==> src/hw/rtl/hlbac_pkg.sv <==
// Shared types and constants for the FP16 argmax beat classifier.
// Depends on nothing; hlbac_front, hlbac_merge and the top level use it.
package hlbac_pkg;

  localparam int MAX_LANES  = 8;
  localparam int LANES_DEF  = 8;
  localparam int LANE_IDX_W = $clog2(MAX_LANES);
  localparam int CNT_W      = $clog2(MAX_LANES + 1);

  localparam logic [1:0] ST_OK       = 2'd0;
  localparam logic [1:0] ST_PARTIAL  = 2'd1;
  localparam logic [1:0] ST_CAPACITY = 2'd2;
  localparam logic [1:0] ST_NO_LAST  = 2'd3;

  localparam logic [1:0] REG_CLASS_COUNT   = 2'd0;
  localparam logic [1:0] REG_WORD_CAPACITY = 2'd1;
  localparam logic [1:0] REG_BEAT_LIMIT    = 2'd2;

  localparam logic [7:0] CLASS_COUNT_RST   = 8'd10;
  localparam logic [7:0] WORD_CAPACITY_RST = 8'd16;
  localparam logic [6:0] BEAT_LIMIT_RST    = 7'd8;
  localparam logic [7:0] CLASS_MAX         = 8'd128;

  typedef struct packed {
    logic [15:0] lane0;
    logic [15:0] lane1;
    logic [15:0] lane2;
    logic [15:0] lane3;
    logic [15:0] lane4;
    logic [15:0] lane5;
    logic [15:0] lane6;
    logic [15:0] lane7;
    logic [15:0] byte_strobe;
    logic        is_last;
  } beat_t;

  typedef struct packed {
    logic [1:0] status;
    logic [6:0] best_class;
    logic [7:0] words_taken;
    logic [6:0] beats_taken;
  } result_t;

  typedef struct packed {
    logic [7:0] class_count;
    logic [7:0] word_capacity;
    logic [6:0] beat_limit;
  } cfg_t;

  // Per-beat lane summary handed from the lane stage to the merge stage.
  // pm_* entry k holds the best full lane among lanes below k.
  typedef struct packed {
    logic [MAX_LANES-1:0]                 full;
    logic [MAX_LANES-1:0]                 part;
    logic [MAX_LANES-1:0][CNT_W-1:0]      pre;
    logic [CNT_W-1:0]                     total;
    logic [MAX_LANES:0]                   pm_any;
    logic [MAX_LANES:0][15:0]             pm_key;
    logic [MAX_LANES:0][LANE_IDX_W-1:0]   pm_lane;
    logic                                 last;
  } lane_info_t;

endpackage

==> src/hw/rtl/hlbac_lane.sv <==
// One lane core: strobe decode and FP16 order key.
// Depends on nothing outside this file.
module hlbac_lane (
  input  logic [15:0] word,
  input  logic [1:0]  strobe,
  output logic        full,
  output logic        part,
  output logic [15:0] key
);

  // Negative halves are inverted, positive ones get the sign flipped, so an
  // unsigned compare of keys follows the numeric order.
  function automatic logic [15:0] order_key(input logic [15:0] h);
    return h[15] ? ~h : (h ^ 16'h8000);
  endfunction

  assign full = &strobe;
  assign part = ^strobe;
  assign key  = order_key(word);

endmodule

==> src/hw/rtl/hlbac_front.sv <==
// Lane stage: runs the lane cores side by side and registers prefix counts
// and prefix maxima of the beat. Depends on hlbac_pkg and hlbac_lane.
module hlbac_front #(
  parameter int LANES = hlbac_pkg::LANES_DEF
) (
  input  logic                    clk,
  input  logic                    load,
  input  hlbac_pkg::beat_t        beat,
  output hlbac_pkg::lane_info_t   info
);

  logic [hlbac_pkg::MAX_LANES-1:0][15:0] words;
  logic [hlbac_pkg::MAX_LANES-1:0][15:0] keys;
  logic [hlbac_pkg::MAX_LANES-1:0]       full;
  logic [hlbac_pkg::MAX_LANES-1:0]       part;
  hlbac_pkg::lane_info_t                 info_next;

  assign words = {beat.lane7, beat.lane6, beat.lane5, beat.lane4,
                  beat.lane3, beat.lane2, beat.lane1, beat.lane0};

  for (genvar i = 0; i < hlbac_pkg::MAX_LANES; i++) begin : g_lane
    if (i < LANES) begin : g_used
      hlbac_lane u_lane (
        .word   (words[i]),
        .strobe (beat.byte_strobe[2*i+1:2*i]),
        .full   (full[i]),
        .part   (part[i]),
        .key    (keys[i])
      );
    end else begin : g_unused
      assign full[i] = 1'b0;
      assign part[i] = 1'b0;
      assign keys[i] = 16'h0000;
    end
  end

  always_comb begin
    logic [hlbac_pkg::CNT_W-1:0] cnt;
    logic                        take;
    cnt               = '0;
    info_next.full    = full;
    info_next.part    = part;
    info_next.last    = beat.is_last;
    info_next.pm_any[0]  = 1'b0;
    info_next.pm_key[0]  = 16'h0000;
    info_next.pm_lane[0] = '0;
    for (int i = 0; i < hlbac_pkg::MAX_LANES; i++) begin
      info_next.pre[i] = cnt;
      cnt = cnt + hlbac_pkg::CNT_W'(full[i]);
      // Strict compare keeps the earlier lane on a tie.
      take = full[i] && (!info_next.pm_any[i] || (keys[i] > info_next.pm_key[i]));
      info_next.pm_any[i+1]  = info_next.pm_any[i] | full[i];
      info_next.pm_key[i+1]  = take ? keys[i] : info_next.pm_key[i];
      info_next.pm_lane[i+1] = take ? hlbac_pkg::LANE_IDX_W'(i) : info_next.pm_lane[i];
    end
    info_next.total = cnt;
  end

  always_ff @(posedge clk) begin
    if (load) begin
      info <= info_next;
    end
  end

endmodule

==> src/hw/rtl/hlbac_merge.sv <==
// Merge stage: combines the lane summary with the run state, finds the first
// lane error and the new best word. Depends on hlbac_pkg.
module hlbac_merge (
  input  logic                   clk,
  input  logic                   rst,
  input  logic                   fire,
  input  hlbac_pkg::lane_info_t  info,
  input  hlbac_pkg::cfg_t        cfg,
  output logic                   emit,
  output hlbac_pkg::result_t     res
);

  logic [7:0]  word_counter;
  logic [6:0]  beat_counter;
  logic [6:0]  best_index;
  logic [15:0] best_key;

  logic [7:0]  word_counter_next;
  logic [6:0]  beat_counter_next;
  logic [6:0]  best_index_next;
  logic [15:0] best_key_next;

  logic [7:0]                          classes;
  logic [8:0]                          wc9;
  logic [hlbac_pkg::MAX_LANES-1:0]     err;
  logic [hlbac_pkg::MAX_LANES-1:0]     cls_stop;
  logic                                has_err;
  logic [hlbac_pkg::LANE_IDX_W-1:0]    err_lane;
  logic [hlbac_pkg::CNT_W-1:0]         cut;
  logic [8:0]                          win_idx;
  logic                                take;
  logic [6:0]                          bi_upd;
  logic [15:0]                         bk_upd;
  logic [8:0]                          words_err;
  logic [8:0]                          words_all;
  logic [6:0]                          bc_inc;

  assign classes = (cfg.class_count > hlbac_pkg::CLASS_MAX) ? hlbac_pkg::CLASS_MAX
                                                            : cfg.class_count;
  assign wc9 = {1'b0, word_counter};

  always_comb begin
    logic [8:0] idx;
    for (int i = 0; i < hlbac_pkg::MAX_LANES; i++) begin
      idx         = wc9 + 9'(info.pre[i]);
      err[i]      = info.part[i] || (info.full[i] && (idx >= {1'b0, cfg.word_capacity}));
      cls_stop[i] = info.full[i] && (idx >= {1'b0, classes});
    end
  end

  // Word indexes rise with the lane, so the argmax candidates are exactly the
  // full lanes below the first lane that errs or reaches the class count.
  always_comb begin
    has_err  = 1'b0;
    err_lane = '0;
    cut      = hlbac_pkg::CNT_W'(hlbac_pkg::MAX_LANES);
    for (int i = hlbac_pkg::MAX_LANES - 1; i >= 0; i--) begin
      if (err[i]) begin
        has_err  = 1'b1;
        err_lane = hlbac_pkg::LANE_IDX_W'(i);
      end
      if (err[i] || cls_stop[i]) begin
        cut = hlbac_pkg::CNT_W'(i);
      end
    end
  end

  assign win_idx   = wc9 + 9'(info.pre[info.pm_lane[cut]]);
  assign take      = info.pm_any[cut] && (info.pm_key[cut] > best_key);
  assign bi_upd    = take ? win_idx[6:0] : best_index;
  assign bk_upd    = take ? info.pm_key[cut] : best_key;
  assign words_err = wc9 + 9'(info.pre[err_lane]);
  assign words_all = wc9 + 9'(info.total);
  assign bc_inc    = beat_counter + 7'd1;

  always_comb begin
    emit            = 1'b0;
    res.status      = hlbac_pkg::ST_OK;
    res.best_class  = bi_upd;
    res.words_taken = words_all[7:0];
    res.beats_taken = bc_inc;
    if (has_err) begin
      emit            = 1'b1;
      res.status      = info.part[err_lane] ? hlbac_pkg::ST_PARTIAL
                                            : hlbac_pkg::ST_CAPACITY;
      res.words_taken = words_err[7:0];
      res.beats_taken = beat_counter;
    end else if (info.last) begin
      emit = 1'b1;
    end else if (bc_inc >= cfg.beat_limit) begin
      emit       = 1'b1;
      res.status = hlbac_pkg::ST_NO_LAST;
    end
  end

  always_comb begin
    word_counter_next = word_counter;
    beat_counter_next = beat_counter;
    best_index_next   = best_index;
    best_key_next     = best_key;
    if (fire) begin
      if (emit) begin
        word_counter_next = '0;
        beat_counter_next = '0;
        best_index_next   = '0;
        best_key_next     = '0;
      end else begin
        word_counter_next = words_all[7:0];
        beat_counter_next = bc_inc;
        best_index_next   = bi_upd;
        best_key_next     = bk_upd;
      end
    end
  end

  always_ff @(posedge clk) begin
    if (rst) begin
      word_counter <= '0;
      beat_counter <= '0;
      best_index   <= '0;
      best_key     <= '0;
    end else begin
      word_counter <= word_counter_next;
      beat_counter <= beat_counter_next;
      best_index   <= best_index_next;
      best_key     <= best_key_next;
    end
  end

endmodule

==> src/hw/rtl/half_lane_beat_argmax_classifier.sv <==
// FP16 argmax classifier over strobed stream beats, top level.
// The beat that ends a run passes the lane-stage register, then the result
// register. Throughput: one beat per cycle unless a finished result is held
// back; the merge stage updates its run counters and best key for each beat.
// Reset (synchronous, rst high) clears the run state and both pipeline valids
// and loads the registers with their defaults. Uses hlbac_pkg.
module half_lane_beat_argmax_classifier #(
  parameter int LANES = hlbac_pkg::LANES_DEF
) (
  input  logic                clk,
  input  logic                rst,
  input  logic                beat_valid,
  output logic                beat_stall,
  input  hlbac_pkg::beat_t    beat,
  output logic                result_valid,
  input  logic                result_stall,
  output hlbac_pkg::result_t  result,
  input  logic                cfg_valid,
  output logic                cfg_ready,
  input  logic [1:0]          cfg_index,
  input  logic [7:0]          cfg_data
);

  hlbac_pkg::cfg_t        cfg;
  hlbac_pkg::lane_info_t  info;
  hlbac_pkg::result_t     res;
  logic                   s1_valid;
  logic                   advance;
  logic                   fire;
  logic                   load;
  logic                   emit;

  assign cfg_ready  = 1'b1;
  assign advance    = !result_valid || !result_stall;
  assign fire       = s1_valid && advance;
  assign beat_stall = s1_valid && !advance;
  assign load       = beat_valid && !beat_stall;

  always_ff @(posedge clk) begin
    if (rst) begin
      cfg.class_count   <= hlbac_pkg::CLASS_COUNT_RST;
      cfg.word_capacity <= hlbac_pkg::WORD_CAPACITY_RST;
      cfg.beat_limit    <= hlbac_pkg::BEAT_LIMIT_RST;
    end else if (cfg_valid && cfg_ready) begin
      case (cfg_index)
        hlbac_pkg::REG_CLASS_COUNT:   cfg.class_count   <= cfg_data;
        hlbac_pkg::REG_WORD_CAPACITY: cfg.word_capacity <= cfg_data;
        hlbac_pkg::REG_BEAT_LIMIT:    cfg.beat_limit    <= cfg_data[6:0];
        default: ;
      endcase
    end
  end

  hlbac_front #(
    .LANES (LANES)
  ) u_front (
    .clk  (clk),
    .load (load),
    .beat (beat),
    .info (info)
  );

  hlbac_merge u_merge (
    .clk  (clk),
    .rst  (rst),
    .fire (fire),
    .info (info),
    .cfg  (cfg),
    .emit (emit),
    .res  (res)
  );

  always_ff @(posedge clk) begin
    if (rst) begin
      s1_valid     <= 1'b0;
      result_valid <= 1'b0;
    end else begin
      if (load) begin
        s1_valid <= 1'b1;
      end else if (fire) begin
        s1_valid <= 1'b0;
      end
      if (fire) begin
        result_valid <= emit;
      end else if (!result_stall) begin
        result_valid <= 1'b0;
      end
    end
  end

  always_ff @(posedge clk) begin
    if (fire && emit) begin
      result <= res;
    end
  end

`ifndef ASSERT_OFF
  // The input side only waits while a finished result is held back.
  a_stall_cause: assert property (@(posedge clk) disable iff (rst)
    beat_stall |-> (result_valid && result_stall))
    else $error("beat stalled without a held result");

  // A run that ends on a beat boundary always counts that beat.
  a_beats_counted: assert property (@(posedge clk) disable iff (rst)
    (result_valid && (result.status == hlbac_pkg::ST_OK ||
                      result.status == hlbac_pkg::ST_NO_LAST))
    |-> (result.beats_taken != 7'd0))
    else $error("run ended without a counted beat");

  // A taken result with nothing in the lane stage leaves the output empty.
  a_drain: assert property (@(posedge clk) disable iff (rst)
    (result_valid && !result_stall && !s1_valid) |=> !result_valid)
    else $error("result appeared without a beat in flight");
`endif

endmodule
==> config.mk <==
export PLATFORM = sky130hd
export DESIGN_NAME = half_lane_beat_argmax_classifier
export DESIGN_NICKNAME = d
export VERILOG_FILES = /design/src/hw/rtl/hlbac_pkg.sv /design/src/hw/rtl/hlbac_lane.sv /design/src/hw/rtl/hlbac_front.sv /design/src/hw/rtl/hlbac_merge.sv /design/src/hw/rtl/half_lane_beat_argmax_classifier.sv
export SDC_FILE = /design/constraint.sdc
export NUM_CORES = 1
export LEC_CHECK = 0
export BUFFER_PORTS_ARGS = -buffer_cell sky130_fd_sc_hd__buf_4
export CAP_MARGIN = 5
export CORE_UTILIZATION = 30
export CTS_CLUSTER_DIAMETER = 30
export DETAILED_ROUTE_END_ITERATION = 10
export HOLD_SLACK_MARGIN = 0.1
export PLACE_DENSITY_LB_ADDON = 0.15
export SYNTH_ARGS = -nofsm -noshare
export SYNTH_HDL_FRONTEND = slang
export SYNTH_SLANG_ARGS = --single-unit
==> constraint.sdc <==
create_clock -name clk -period 37.6 [get_ports clk]
set_input_delay 1.88 -clock clk [delete_from_list [all_inputs] [get_ports clk]]
set_output_delay 1.88 -clock clk [all_outputs]
set_load 0.03 [all_outputs]
==> impl_metrics.yaml, run 1 <==
global_routing:
  top_usage_layer: "met2"
  met2_usage_pct: 35.84
  gr-total-overflow: 0
  use_met3_pct: 2.691
  antenna_found_initial: 0
  grt_usage_pct: 19.97
  grt_pass1_wl_microns: 116500
  grt_pass1_vias: 18880
  grt_max_degree: 183
  met1_usage_pct: 24.56
synth:
  ys_warn_count: 0
  syn_avg_cell_area_sq_um: 9.713
  synth_cell_types: 87
  synth_edf_count: 218
  syn_inst: 2329
  yosysSeqAreaShare_pct: 34.51
  synth-main-ff-cell: "edfxtp_1"
  ys_ff_latch: 281
  async_reset_ff_share_pct: 0
  syn_area_sq_mm: 0.02262
  synth_nets: 2820
timing:
  fin_worst_skew_ns: 0.02336
  period_share_pct: 56.53
  tns_ns: 0
  hold_viol: 0
  finalSetupViolCount: 0
  period_minus_slack_ns: 21.26
  relSlewSlack_pct: 14.33
  tightest_slew_ns: 1.285
  fmax_ghz: 0.04705
  drv_slew: 0
  rsz0062_at_grt: "no"
clock_network:
  htree_num_levels: 3
  path_clk_slew_ns: 0.05
  cts_buffers: 78
  cts_hold_repair.buffers: 0
  cts_resized: 0
  cts_num_sinks: 281
  clock_latency_ns: 0.61
  cts_tree: "yes"
  cts-root-buf: "clkbuf_16"
  clk_path_buf_depth: 3
  post-cts-setup-buffers: 0
route:
  drtIter0Drc: 988
  route.detailed.drc: 0
  wl_per_cell_microns: 21.48
  drt_pre_antenna_iters: 5
  ant_nets: 0
  vias: 18110
  routed_wl_microns: 76550
  avgViaCountPerCell: 5.082
placement:
  hpwlAfterDp_microns: 58690
  portBuffers: 185
  routabilityCongestion: 0.8776
  dp_cells: 3419
status:
  outcome: "finished, final reports clean"
cells_and_area:
  final_nets: 3021
  instances_no_fill: 3563
  nFillCells: 7518
  syn_to_final_growth_pct: 23.13
  diodes: 0
  drive_above_1_share_pct: 16.38
power:
  power_frac_seq_pct: 27.7
  clkPwrFrac_pct: 47.6
  swShare_pct: 30.76
  ir_drop_mv: 0.02951
  p_sw_uw: 445.5
  comb_power_share_pct: 24.8
  powerDensity_mw_per_mm2: 52.00
  p_leak_uw: 0.01269
  p_int_uw: 1003
critical_path:
  cp.arrival_ns: 21.60
  crit_type: "input port to flip-flop"
  cp-end-kind: "flip-flop"
  worstSetupStartpointType: "input port"
  crit_top_cell: "o21a_1"
  slowest_stage: "nor2_1"
  max_stage_delay_ns: 0.87
  cp_max_fo: 42
  cp.required_ns: 37.94
floorplan:
  start_util_pct: 30.34
  die_y_microns: 276.6
  core_area_sq_mm: 0.07457
  ioPinCount: 187
  dieArea_sq_mm: 0.07651
  rows: 100
  dieWidth_microns: 276.6
worst_hold_path:
  hp-class: "flip-flop to flip-flop"
run:
  drv_cap: 0
kinds of logic (layout without fill, tap and decap cells):
logic type	Yosys count	after routing	synth area share [%]
muxes	119	119	5.597
DFF	281	281	34.51
other	1	1	0.01658
and+or+nand+nor	614	614	13.14
buffers and inverters	304	569	5.166
adders and majority gates	331	331	18.67
AOI/OAI and AO/OA	485	485	15.39
xor gates and xnor gates	194	194	7.511
critical path: cells and delay by family:
| family | cells | cell delay, ns |
|---|---|---|
| adder cells (fa/ha/maj) | 8 | 2.15 |
| multiplexers | 1 | 0.36 |
| AND/OR/NAND/NOR | 22 | 5.17 |
| AO/OA/AOI/OAI | 43 | 10.12 |
| buffers and inverters | 9 | 1.80 |
per-layer routing:
layer  vias to the layer above  part of all wire [%]
met3                       112                   3.4
met5                         -                     0
li1                       8883                     -
met1                      8700                    44
met4                         0                   2.6
met2                       413                    50
sequential cells by signal (all words and copies together), names as in the netlist:
signal,cells
u_merge.word_counter,8
result,24
s1_valid,1
u_merge.beat_counter,7
u_front.info,194
u_merge.best_index,7
result_valid,1
u_merge.best_key,16
cfg,23
cell usage after synthesis, types with 5 or more instances:
| master | number | area, sq um |
|---|---|---|
| inv_1 | 214 | 803.3 |
| a21o_1 | 62 | 465.5 |
| a211o_1 | 15 | 131.4 |
| clkbuf_1 | 65 | 244.0 |
| xor2_1 | 137 | 1200 |
| nor4_1 | 7 | 43.79 |
| ha_1 | 320 | 4004 |
| o2bb2ai_2 | 20 | 300.3 |
| nand3_1 | 77 | 385.4 |
| fa_1 | 11 | 220.2 |
| nor3_1 | 22 | 110.1 |
| dfxtp_1 | 63 | 1261 |
| buf_1 | 13 | 48.80 |
| and3_1 | 16 | 100.1 |
| o31ai_1 | 7 | 52.55 |
| nand2b_1 | 27 | 168.9 |
| o221a_2 | 7 | 78.83 |
| xnor2_1 | 57 | 499.2 |
| nor2_1 | 139 | 521.8 |
| buf_2 | 7 | 35.03 |
| and2_1 | 12 | 75.07 |
| nor2b_1 | 41 | 256.5 |
| o211ai_1 | 23 | 172.7 |
| or2_2 | 17 | 106.4 |
| nand4_1 | 37 | 231.5 |
| mux2i_1 | 95 | 950.9 |
| o211a_1 | 6 | 60.06 |
| a32oi_1 | 22 | 192.7 |
| a21oi_1 | 117 | 585.6 |
| nand2_1 | 187 | 701.9 |
| a211oi_1 | 23 | 172.7 |
| o21bai_1 | 5 | 37.54 |
| a31oi_1 | 10 | 62.56 |
| o21ai_0 | 72 | 360.4 |
| edfxtp_1 | 218 | 6546 |
| mux2_2 | 16 | 180.2 |
| or3_1 | 11 | 68.82 |
| o21a_1 | 30 | 225.2 |
| o22ai_1 | 7 | 43.79 |
power groups by stage:
stage	logic (uW)	registers, uW	clock network (uW)
5_1_grt	400	404	718
6_report	359	401	689
3_3_place_gp	358	406	0
2_1_floorplan	233	403	0
3_5_place_dp	360	406	0
4_1_cts	363	401	700
worst paths after layout:
kind / end / slack, ns / cells after the start / start
worst max-delay path: u_front.info[161] / 16.34 / 83 / beat[1]
worst min-delay path: u_merge.best_index[0] / 0.45 / 1 / u_merge.best_index[0]
worst max register to register: u_merge.best_index[0] / 29.05 / 32 / u_merge.word_counter[0]
worst min register to register: u_merge.best_index[0] / 0.45 / 1 / u_merge.best_index[0]
area by class of cell:
cell class	count	area, sq um	share of cell area, %
Timing Repair Buffer	209	1582	5.678
Clock buffer	93	2079	7.466
Multi-Input combinational cell	1744	13700	49.18
Tap cell	969	1212	4.353
Inverter	216	810.8	2.911
Clock inverter	51	664.4	2.385
Sequential cell	281	7807	28.03
through the flow:
step                utilization (%)  hold WS, ns  setup WS [ns]  instance area (sq um)  power [uW]
floorplan                         -       0.4253          18.54                  22620       636.1
global placement              33.67       0.4397          16.63                  25110       763.8
detailed placement            33.67       0.4417          15.97                  25110       766.3
CTS                           37.35       0.4578          16.49                  27850        1464
global route                  37.35       0.4733          14.68                  27850        1521
finish                        37.35       0.4533          16.34                  27850        1448
placed cells by master (no fill, tap or decap), drive strengths merged, types with 41 or more instances in the layout:
cell,synthesis,layout
xor2,137,137
xnor2,57,57
clkbuf,65,93
a21oi,119,119
buf,23,209
nor2,139,139
nand3,78,78
nand2,187,187
edfxtp,218,218
dfxtp,63,63
a21o,62,62
ha,320,320
nor2b,41,41
inv,214,220
mux2i,95,95
o21ai,76,76
No activity file was read; power rests on OpenSTA's default activity.
==> run 2: changes to the inputs <==
--- a/config.mk
+++ b/config.mk
@@ -5,6 +5,7 @@
 export SDC_FILE = /design/constraint.sdc
 export NUM_CORES = 1
 export LEC_CHECK = 0
+export ABC_AREA = 1
 export BUFFER_PORTS_ARGS = -buffer_cell sky130_fd_sc_hd__buf_4
 export CAP_MARGIN = 5
 export CORE_UTILIZATION = 30
==> constraint.sdc (replaced) <==
create_clock -name clk -period 19.6 [get_ports clk]
set_input_delay 0.98 -clock clk [delete_from_list [all_inputs] [get_ports clk]]
set_output_delay 0.98 -clock clk [all_outputs]
set_load 0.03 [all_outputs]
==> impl_metrics.yaml, run 2 <==
status:
  outcome: "finished, final reports clean"
run:
  drv_cap: 0
power:
  p_sw_uw: 849.0
  power_frac_seq_pct: 27.2
  clkPwrFrac_pct: 50.0
  p_leak_uw: 0.01380
  comb_power_share_pct: 22.7
  swShare_pct: 30.75
  p_int_uw: 1911
  ir_drop_mv: 0.06105
  powerDensity_mw_per_mm2: 97.07
critical_path:
  crit_type: "input port to flip-flop"
  worstSetupStartpointType: "input port"
  cp.required_ns: 19.93
  rr_worst_depth: 39
  r2r_start: "u_merge.word_counter[0]"
  cp_top_family: "simple AND/OR/NAND/NOR gates"
  slowest_stage: "o21ai_0"
  cp_max_fo: 35
  max_stage_delay_ns: 0.77
  cp.arrival_ns: 17.91
  cp-end-kind: "flip-flop"
  crit_top_cell: "nand2_1"
  r2r_slack_ns: 11.65
  worstPathBufferInverterCount: 14
  rr_endpoint: "u_merge.best_key[15]"
  crit_cells: 86
synth:
  synth-main-ff-cell: "edfxtp_1"
  synth_nets: 3447
  synth_commonest_cells: "nand2_1, inv_1, ha_1, edfxtp_1, nand3_1"
  syn_avg_cell_area_sq_um: 7.822
  synth_top_area_share_pct: 28.31
  yosysSeqAreaShare_pct: 33.77
  synth_area_leaders: "edfxtp_1, ha_1, nand2_1, inv_1, dfxtp_1"
  ys_ff_latch: 281
  syn_area_sq_mm: 0.02312
  async_reset_ff_share_pct: 0
  synth_most_common_cell: "nand2_1"
  ys_warn_count: 0
  synth_edf_count: 218
  syn_inst: 2956
  synth_cell_types: 57
  synth_top_cell_by_area: "edfxtp_1"
global_routing:
  grt_usage_pct: 20.66
  use_met3_pct: 2.836
  grt_pass1_wl_microns: 121400
  met1_usage_pct: 25.20
  gr-total-overflow: 0
  antenna_found_initial: 1
  met2_usage_pct: 36.01
  grt_max_degree: 91
  grt_pass1_vias: 20630
  top_usage_layer: "met2"
floorplan:
  die_y_microns: 279.6
  ioPinCount: 187
  dieWidth_microns: 279.6
  rows: 101
  start_util_pct: 30.39
  dieArea_sq_mm: 0.07819
  core_area_sq_mm: 0.07608
cells_and_area:
  multi_input_area_sq_mm: 0.01339
  reg_top3: "u_front.info: 194 flops, result: 24 flops, cfg: 23 flops"
  final_nets: 3644
  regArea_sq_mm: 0.007809
  final_util_pct: 37.38
  largest_register_ffs: 194
  nFillCells: 7962
  top_register: "u_front.info"
  mostFrequentLayoutCells: "nand2_1, inv_1, ha_1, edfxtp_1, nand3_1"
  diodes: 0
  drive_above_1_share_pct: 11.73
  layout_commonest_cell: "nand2_1"
  stdcell_area_sq_mm: 0.02844
  syn_to_final_growth_pct: 22.99
route:
  ant_nets: 0
  avgViaCountPerCell: 4.811
  route.detailed.drc: 0
  vias: 20460
  wl_per_cell_microns: 19.12
  routed_wl_microns: 81310
  drt_pre_antenna_iters: 7
  drtIter0Drc: 1255
clock_network:
  clk_path_buf_depth: 3
  cts_hold_repair.buffers: 0
  cts_tree: "yes"
  cts_buffers: 84
  htree_num_levels: 3
  cts_resized: 0
  cts_num_sinks: 281
  post-cts-setup-buffers: 0
  path_clk_slew_ns: 0.04
  clock_latency_ns: 0.62
  cts-root-buf: "clkbuf_16"
timing:
  hold_viol: 0
  relSlewSlack_pct: 30.86
  rsz0062_at_grt: "no"
  tns_ns: 0
  period_minus_slack_ns: 17.58
  finalSetupViolCount: 0
  tightest_slew_ns: 1.036
  fmax_ghz: 0.05687
  fin_worst_skew_ns: 0.02522
  drv_slew: 0
  period_share_pct: 89.71
  setup_slack_ns: 2.017
worst_hold_path:
  hold_depth: 2
  hold_path_end: "cfg[0]"
  min-delay-start: "cfg[0]"
  hp-class: "flip-flop to flip-flop"
placement:
  dpl_cell_area_sq_mm: 0.02553
  hpwlAfterDp_microns: 64000
  routabilityCongestion: 0.9057
  portBuffers: 185
  post-place-ws_ns: 0.6509
-- run 2: cell count changes after synthesis, moves of 27 or more --
cell      delta
a21oi_1     +79
nand2b_1    -27
inv_1      +179
mux2i_1     -95
nor2b_1     -41
o21ai_0     +44
nand2_1    +590
nand3_1    +123
a21o_1      -61
xor2_1      -37
nor2_1      +34
-- run 2: routing by layer --
metal / wire length, microns / vias up
li1: - / 10220
met1: 34870 / 9561
met2: 39720 / 512
met3: 3287 / 163
met4: 3431 / 0
met5: 0 / -
-- run 2: tightest hold or removal path: stages (launching register included) --
cell and delay (ns):
dfxtp_1 0.31, inv_1 0.05, a21oi_1 0.05
-- run 2: per-stage QoR --
stage,instances,hold WS (ns),power [uW]
2_1_floorplan,2956,0.4274,1159
3_3_place_gp,4097,0.4501,1384
3_5_place_dp,4097,0.4510,1390
4_1_cts,4253,0.4577,2787
5_1_grt,4253,0.4793,2899
6_report,4253,0.4536,2760
-- run 2: cell type report --
cell class	instances	area share, %
multi-input cells	2176	47.10
flip-flops and latches	281	27.46
inverters	412	5.478
well taps	1030	4.532
repair buffers	198	5.227
clock inverters	46	2.222
clock buffers	110	7.986
-- run 2: worst max path at each step --
stage | from | to | slack (ns)
after floorplan | beat[1] | u_front.info[27] | 5.95
after global placement | beat[1] | u_front.info[171] | 1.09
after detailed placement | beat[1] | u_front.info[171] | 0.65
after CTS | beat[1] | u_front.info[171] | 1.25
after global routing | beat[1] | u_front.info[171] | 0.05
final | beat[1] | u_front.info[171] | 2.02
-- run 2: power by group through the flow --
| stage | Sequential [uW] | Combinational (uW) | Clock, uW |
|---|---|---|---|
| 6_report | 752 | 628 | 1380 |
| 5_1_grt | 756 | 708 | 1430 |
| 3_3_place_gp | 761 | 623 | 0 |
| 4_1_cts | 752 | 631 | 1400 |
| 2_1_floorplan | 756 | 402 | 0 |
| 3_5_place_dp | 761 | 628 | 0 |
-- run 2: cell families after synthesis --
logic type	count (synthesis)	share of synthesized area, %
compound gates	400	9.740
xor+xnor	174	6.591
fa+ha+maj	331	18.27
buf+inv	499	8.333
flops	281	33.77
other cells	1	0.01622
simple gates	1270	23.28
==> run 3: changes to the inputs <==
--- a/config.mk
+++ b/config.mk
@@ -5,14 +5,15 @@
 export SDC_FILE = /design/constraint.sdc
 export NUM_CORES = 1
 export LEC_CHECK = 0
-export ABC_AREA = 1
+export ABC_AREA = 0
 export BUFFER_PORTS_ARGS = -buffer_cell sky130_fd_sc_hd__buf_4
 export CAP_MARGIN = 5
-export CORE_UTILIZATION = 30
+export CORE_UTILIZATION = 62
 export CTS_CLUSTER_DIAMETER = 30
 export DETAILED_ROUTE_END_ITERATION = 10
 export HOLD_SLACK_MARGIN = 0.1
 export PLACE_DENSITY_LB_ADDON = 0.15
+export SKIP_CTS_REPAIR_TIMING = 1
 export SYNTH_ARGS = -nofsm -noshare
 export SYNTH_HDL_FRONTEND = slang
 export SYNTH_SLANG_ARGS = --single-unit
==> impl_metrics.yaml, run 3 (synthesis results as in run 1) <==
timing:
  relSlewSlack_pct: 20.16
  fmax_ghz: 0.05472
  finalSetupViolCount: 0
  whs_ns: 0.4694
  hold_viol: 0
  fin_worst_skew_ns: 0.01742
  rsz0062_at_grt: "no"
  period_share_pct: 93.24
  drv_slew: 0
  tightest_slew_ns: 1.198
  period_minus_slack_ns: 18.27
critical_path:
  cp-end-kind: "flip-flop"
  max_stage_delay_ns: 0.62
  crit_type: "input port to flip-flop"
  worstSetupStartpointType: "input port"
  cp.required_ns: 20.04
  cp_max_fo: 17
  slowest_stage: "o311ai_4"
  cp.arrival_ns: 18.71
floorplan:
  dieWidth_microns: 193.0
  core_area_sq_mm: 0.03574
  die_y_microns: 193.0
  start_util_pct: 63.29
  dieArea_sq_mm: 0.03725
  ioPinCount: 187
  rows: 69
cells_and_area:
  top_register: "u_front.info"
  largest_register_ffs: 194
  stdcell_area_sq_mm: 0.02662
  final_nets: 3008
  reg_top3: "u_front.info: 194 flops, result: 24 flops, cfg: 23 flops"
  syn_to_final_growth_pct: 17.67
  layout_commonest_cell: "ha_1"
  mostFrequentLayoutCells: "ha_1, edfxtp_1, inv_1, buf_4, nand2_1"
  diodes: 0
  drive_above_1_share_pct: 16.08
route:
  route.detailed.drc: 13
  vias: 18700
  drtIter0Drc: 1375
  avgViaCountPerCell: 6.174
  wl_per_cell_microns: 21.91
  drt_pre_antenna_iters: 8
  ant_nets: 0
  routed_wl_microns: 66380
placement:
  dpl_cell_area_sq_mm: 0.02449
  portBuffers: 185
  hpwlAfterDp_microns: 49560
  routabilityCongestion: 0.9575
global_routing:
  gr-total-overflow: 0
  grt_usage_pct: 35.69
  met2_usage_pct: 60.20
  antenna_found_initial: 0
  use_met3_pct: 4.995
  met1_usage_pct: 44.30
  top_usage_layer: "met2"
  grt_pass1_wl_microns: 100500
  grt_pass1_vias: 18350
  grt_max_degree: 195
clock_network:
  htree_num_levels: 2
  clk_path_buf_depth: 3
  cts_buffers: 59
  path_clk_slew_ns: 0.05
  cts_num_sinks: 281
  clock_latency_ns: 0.62
  cts-root-buf: "clkbuf_16"
  cts_tree: "yes"
status:
  outcome: "finished with violations"
  violations: "design-rule violations"
power:
  finalPower_uw: 2452
  p_leak_uw: 0.01235
  ir_drop_mv: 0.08281
  powerDensity_mw_per_mm2: 92.11
worst_hold_path:
  hp-class: "flip-flop to flip-flop"
run:
  drv_cap: 0
-- run 3: cell types whose count changed in the layout (fill, tap and decap cells not counted), sizes merged, moves of 40 or more --
| cell | change |
|---|---|
| mux2i | +95 |
| nor2b | +41 |
| nand3 | -124 |
| clkbuf | -42 |
| nand2 | -604 |
| a21o | +61 |
| o21ai | -41 |
| nor2 | -40 |
| inv | -181 |
| a21oi | -80 |
-- run 3: through the flow --
stage	utilization, %	setup TNS, ns	setup slack [ns]	cells
5_1_grt	74.47	0	0.08807	3029
3_5_place_dp	68.52	-2.650	-0.2962	2914
4_1_cts	74.23	0	0.2393	3026
3_3_place_gp	68.52	0	0.5538	2914
6_report	74.47	0	1.325	3029
2_1_floorplan	-	0	1.441	2329
-- run 3: path summary, 6_finish.rpt --
path	start	end	slack, ns	depth (start not counted)
setup / recovery	beat[144]	u_front.info[158]	1.33	79
hold / removal	u_merge.best_index[3]	u_merge.best_index[3]	0.47	1
setup reg to reg	u_merge.word_counter[2]	u_merge.best_index[1]	10.89	31
hold reg to reg	u_merge.best_index[3]	u_merge.best_index[3]	0.47	1
-- run 3: cell type report --
| class | instances | area (sq um) |
|---|---|---|
| multi-input cells | 1744 | 13740 |
| well taps | 461 | 576.8 |
| clock inverters | 44 | 456.7 |
| fillers | 2550 | 9124 |
| clock buffers | 68 | 1584 |
| repair buffers | 215 | 1639 |
| inverters | 216 | 810.8 |
| flip-flops and latches | 281 | 7807 |
-- run 3: where the power goes --
part	internal [uW]	leakage (uW)	total (uW)	switching [uW]
Combinational	268	0.00874	685	417
Clock	642	0.000962	1000	360
Sequential	735	0.00265	765	30.1
Total	1650	0.0124	2450	807
-- run 3: critical path, delay by kind of cell --
kind	cells	cell delay, ns
compound gates	34	9.03
simple gates	27	4.58
fa+ha+maj	7	2.06
buf+inv	9	1.51
xor+xnor	1	0.28
mux	1	0.26
-- run 3: metal layers --
layer | share of wire [%] | vias up | wire, microns
met2 | 48 | 828 | 31590
met5 | 0 | - | 0
li1 | - | 8827 | -
met4 | 5.5 | 0 | 3620
met1 | 40 | 8818 | 26410
met3 | 7.2 | 229 | 4756
